<file path="src/hdl/sobel_pkg.sv">
package sobel_pkg;

	// Configuration register indexes and width.
	localparam int unsigned CFG_W = 11;
	localparam logic CFG_IMAGE_WIDTH = 1'b0;
	localparam logic CFG_IMAGE_HEIGHT = 1'b1;

	// Item kinds carried on the input tuser bit.
	localparam logic KIND_PIXEL = 1'b0;
	localparam logic KIND_DRAIN = 1'b1;

	localparam int unsigned PIX_W = 8;
	localparam int unsigned RGB_W = 3 * PIX_W;
	localparam int unsigned SUM_W = 21;
	localparam logic [SUM_W-1:0] SAT_LIMIT = 21'd65280;
	localparam logic [PIX_W-1:0] MAG_MAX = 8'd255;

	typedef enum logic [2:0] {
		ST_IDLE,
		ST_RD,
		ST_LD,
		ST_SQ,
		ST_ROOT,
		ST_OUT
	} state_t;

	// Per-lane control from the sequencer.
	typedef struct packed {
		logic       sq_en;
		logic       rt_en;
		logic [2:0] rt_bit;
	} lane_ctrl_t;

endpackage

</file>
<file path="src/hdl/sobel_lane.sv">
module sobel_lane (
	input  logic                                  clk,
	input  logic [8:0][sobel_pkg::PIX_W-1:0]      pix,
	input  sobel_pkg::lane_ctrl_t                 ctrl,
	output logic [sobel_pkg::PIX_W-1:0]           mag
);

	// pix index is row * 3 + column, top left first.
	logic signed [10:0] gx;
	logic signed [10:0] gy;
	logic signed [20:0] gx_sq;
	logic signed [20:0] gy_sq;
	logic [sobel_pkg::SUM_W-1:0] s_q;
	logic [7:0] cand_q;
	logic [7:0] trial;
	logic [16:0] trial_sum;

	always_comb begin
		gx = $signed({3'b0, pix[2]}) + $signed({2'b0, pix[5], 1'b0}) + $signed({3'b0, pix[8]})
			- $signed({3'b0, pix[0]}) - $signed({2'b0, pix[3], 1'b0}) - $signed({3'b0, pix[6]});
		gy = $signed({3'b0, pix[6]}) + $signed({2'b0, pix[7], 1'b0}) + $signed({3'b0, pix[8]})
			- $signed({3'b0, pix[0]}) - $signed({2'b0, pix[1], 1'b0}) - $signed({3'b0, pix[2]});
		gx_sq = 21'(gx * gx);
		gy_sq = 21'(gy * gy);
	end

	// Greedy bit search for the largest m with m*m + m < s; the result is m + 1.
	assign trial = cand_q | 8'(1 << ctrl.rt_bit);
	assign trial_sum = 17'(17'(trial) * 17'(trial)) + 17'(trial);

	always_ff @(posedge clk) begin
		if (ctrl.sq_en) begin
			s_q <= sobel_pkg::SUM_W'(gx_sq) + sobel_pkg::SUM_W'(gy_sq);
			cand_q <= '0;
		end else if (ctrl.rt_en) begin
			if ({4'b0, trial_sum} < s_q) begin
				cand_q <= trial;
			end
		end
	end

	always_comb begin
		if (s_q > sobel_pkg::SAT_LIMIT) begin
			mag = sobel_pkg::MAG_MAX;
		end else if (s_q == '0) begin
			mag = '0;
		end else begin
			mag = cand_q + 8'd1;
		end
	end

endmodule

</file>
<file path="config.mk">
export PLATFORM = sky130hd
export DESIGN_NAME = sobel_lane
export DESIGN_NICKNAME = d
export VERILOG_FILES = /design/src/hdl/sobel_pkg.sv /design/src/hdl/sobel_lane.sv
export SDC_FILE = /design/constraint.sdc
export NUM_CORES = 1
export LEC_CHECK = 0
export ABC_AREA = 1
export BUFFER_PORTS_ARGS = -buffer_cell sky130_fd_sc_hd__buf_4
export CAP_MARGIN = 10
export CORE_MARGIN = 5
export CORE_UTILIZATION = 60
export DETAILED_ROUTE_END_ITERATION = 8
export GPL_ROUTABILITY_DRIVEN = 0
export PLACE_DENSITY = 0.79
export SYNTH_ARGS = -nofsm -noshare
export SYNTH_HDL_FRONTEND = slang
export SYNTH_SLANG_ARGS = --single-unit
export TNS_END_PERCENT = 100
</file>
<file path="constraint.sdc">
create_clock -name clk -period 19.8 [get_ports clk]
set_input_delay 3.96 -clock clk [delete_from_list [all_inputs] [get_ports clk]]
set_output_delay 3.96 -clock clk [all_outputs]
set_load 0.01 [all_outputs]
</file>
==> summary.txt <==
Global route
  – Overall track demand over capacity in global routing: 0.2386
  – Via count of the first global-routing pass: 11730
  – Remaining global-route overflow: 0
  – Largest net degree at the start of global routing: 23
  – Global-route wire length before repair: between 50 and 60 mm
  – Number of antenna violations at the first check in global routing: 0

Setup path
  – Most Frequent Cell on Critical Path: sky130_fd_sc_hd__fa_1
  – CP arrival: approximately 13 ns
  – Largest stage delay on the critical path: between 0.5 and 0.6 ns
  – Required arrival time at the worst endpoint: 19.82 ns
  – Startpoint of the most critical setup path: pix[16]
  – Setup slack of the most critical reg-to-reg path: about 14 ns
  – Cell at the slowest stage of the critical path: sky130_fd_sc_hd__fa_1
  – Crit Path Category: in2reg
  – Critical Path Stages: 34
  – Startpoint type of the worst setup path: primary input
  – Biggest fanout along the worst timing path: 8
  – CP bufs+invs: 9
  – Setup crit end kind: flop
  – Reg-to-reg critical path startpoint: cand_q[1]$_SDFFE_PP0P_
  – Top delay family on crit path: adder cells
  – Register-to-Register Path Depth: 29
  – CP endpoint: s_q[19]$_DFFE_PP_
  – Worst r2r dst: cand_q[1]$_SDFFE_PP0P_

Route
  – DRC violations left: 0
  – Remaining number of nets flagged by the antenna check after routing: 0
  – Total iterations of the first detailed-routing run: 5
  – Total wirelength of the detailed-routed design: ~30 mm
  – Routed wire length per instance: roughly 14 um
  – Vias per std cell: 5.089
  – Via count: 10530
  – Number of DRC markers after the initial detailed-route iteration: ~540

Clock tree
  – # hold bufs at CTS: 0
  – Library cell used as clock root buffer: sky130_fd_sc_hd__clkbuf_16
  – Worst-Skew Late Latency: between 0.2 and 0.3 ns
  – Clock tree buffer depth: 2
  – TritonCTS Sinks: 29
  – Cells resized by post-CTS repair: 0
  – Number of buffers added by the clock tree synthesis step: 5
  – Number of H-tree branching levels: 2
  – Reg clk slew, reported paths: approximately 0.050 ns
  – Number of setup buffers added after CTS: 0
  – Clock tree from TritonCTS: done

Synthesis
  – Synthesized Nets: around 2200
  – Mean instance size in the synthesized netlist: between 8 and 9 um^2
  – Number of enable-type register cells in the synthesized netlist: 21
  – Number of instances in the synthesized netlist: about 1700
  – Sequential share of the synthesized area: 0.05619
  – Unique cell type count in the Yosys netlist: 43
  – Register bit count reported by yosys: 29
  – Netlist area before placement: ~14000 um^2
  – Async SR Flop Fraction: 0
  – Yosys Warn Count: 0
  – Flip-flop cell with the highest count after synthesis: sky130_fd_sc_hd__edfxtp_1

Floorplan
  – Starting density of the core: 0.6049
  – Area of the core: approximately 23000 um^2
  – Floorplan row count: between 50 and 60
  – Die extent in x: about 160 um
  – Vertical die dimension: between 150 and 200 um
  – Floorplan die area: 26620 um^2
  – IO Pins: 86

Cells and area
  – Layout cell share with drive strength beyond 1: 0.06743
  – Nets@finish: 2296
  – Fill cell total of the finished layout: around 1900
  – Antenna Cells: 0
  – Most common cell after layout, fill and taps aside: sky130_fd_sc_hd__inv_1
  – Area Overhead vs Synth: 7.887%
  – Top library cells by usage in the layout, fill and taps aside: sky130_fd_sc_hd__inv_1 (570), sky130_fd_sc_hd__fa_1 (319), sky130_fd_sc_hd__nand2_1 (246)

Worst hold path
  – Worst hold path depth: 2
  – Classification of the worst-slack hold path: reg2reg

Placed design
  – HPWL after detailed placement: between 20 and 30 mm
  – Count of buffers from port buffering: 77

STA
  – Transition time at the pin with the least slew margin: between 1 and 1.5 ns
  – Total Negative Setup Slacks: 0 ns
  – Clock Skew: 0.005898 ns
  – F_max: 77.57 MHz
  – Total count of max-transition violations in the final report: 0
  – Setup violations, final: 0
  – Min cycle time layout: between 10 and 15 ns
  – Fin crit share: 0.6511
  – Max-Slew Margin vs Limit: 0.3087
  – Fin. Hold Viols: 0
  – Unrepaired setup endpoints after global routing: false

Flow run
  – Max-cap violation count: 0

Status
  – Result of the run: completed
-- metal layers --
layer | track usage | share of wire | up-vias | routed length (um)
li1 | - | - | 4980 | -
met1 | 0.2804 | 0.38 | 5195 | 11010
met2 | 0.4560 | 0.55 | 280 | 15910
met3 | 0.01817 | 0.041 | 75 | 1184
met4 | 0.08616 | 0.035 | 0 | 1030
met5 | 0 | 0 | - | 0
-- worst min-delay path, stage by stage, from the launching register on --
cell and delay (ns):
sky130_fd_sc_hd__dfxtp_1 0.32, sky130_fd_sc_hd__inv_1 0.08, sky130_fd_sc_hd__a21oi_1 0.07
-- final cells by class --
cell class	instances	area [um^2]	share of cell area
timing repair buffer	81	608.1	0.04005
clock inverter	2	8.758	0.0005769
sequential	29	790.8	0.05208
multi-input combinational	1054	11060	0.7286
clock buffer	6	138.9	0.009148
inverter	578	2175	0.1432
tap	319	399.1	0.02629
-- how the worst min path moves through the flow --
stage                      startpoint                endpoint  slack [ns]
2_1_floorplan  cand_q[7]$_SDFFE_PP0P_  cand_q[7]$_SDFFE_PP0P_        0.46
3_3_place_gp   cand_q[7]$_SDFFE_PP0P_  cand_q[7]$_SDFFE_PP0P_        0.50
3_5_place_dp   cand_q[1]$_SDFFE_PP0P_  cand_q[1]$_SDFFE_PP0P_        0.50
4_1_cts        cand_q[1]$_SDFFE_PP0P_  cand_q[1]$_SDFFE_PP0P_        0.51
5_1_grt        cand_q[7]$_SDFFE_PP0P_  cand_q[7]$_SDFFE_PP0P_        0.55
6_report       cand_q[7]$_SDFFE_PP0P_  cand_q[7]$_SDFFE_PP0P_        0.51
-- sequential cells by signal (all words and copies together), names as in the netlist --
register	cells
cand_q	8
s_q	21
-- synthesized netlist by cell type, drive strengths merged, types with 2 or more instances --
library cell,count,area [um^2]
fa,319,6386
ha,150,1877
a31oi,4,25.02
o21ai,35,175.2
a21oi,53,276.5
or2,5,31.28
nand4,10,62.56
edfxtp,21,630.6
a211oi,2,15.01
nor4,2,12.51
o21bai,2,15.01
clkbuf,5,18.77
buf,4,26.27
nor2,101,404.1
nor3,12,60.06
nand2,254,973.4
xnor2,11,96.34
nand3,47,245.2
xor2,28,260.3
nand2b,2,12.51
o21a,5,37.54
nand3b,4,30.03
inv,577,2171
dfxtp,8,160.2
a21o,2,15.01
-- cells by family (layout without fill, tap and decap cells) --
logic type               count (synthesis)  after routing  share of synthesized area
multiplexers                             1              1                  0.0008002
AO/OA/AOI/OAI                          108            108                    0.04259
flip-flops                              29             29                    0.05619
AND/OR/NAND/NOR                        437            437                     0.1302
adder cells (fa/ha/maj)                469            469                     0.5872
XOR/XNOR                                39             39                    0.02534
buffers and inverters                  587            667                     0.1577
-- through the flow --
stage,std cells,worst slack (ns),hold WS (ns),instance area (um^2),utilization
after floorplan,1670,7.790,0.4561,14070,-
after detailed placement,2061,6.751,0.5041,15030,0.6463
final,2069,6.909,0.5116,15180,0.6526
after global placement,2061,6.875,0.4993,15030,0.6463
after global routing,2069,6.574,0.5477,15180,0.6526
after CTS,2069,7.009,0.5112,15180,0.6526
Power is left out: the tool's default activity adds up to more than one toggle a clock period on the data nets, which glitch-free logic cannot reach.
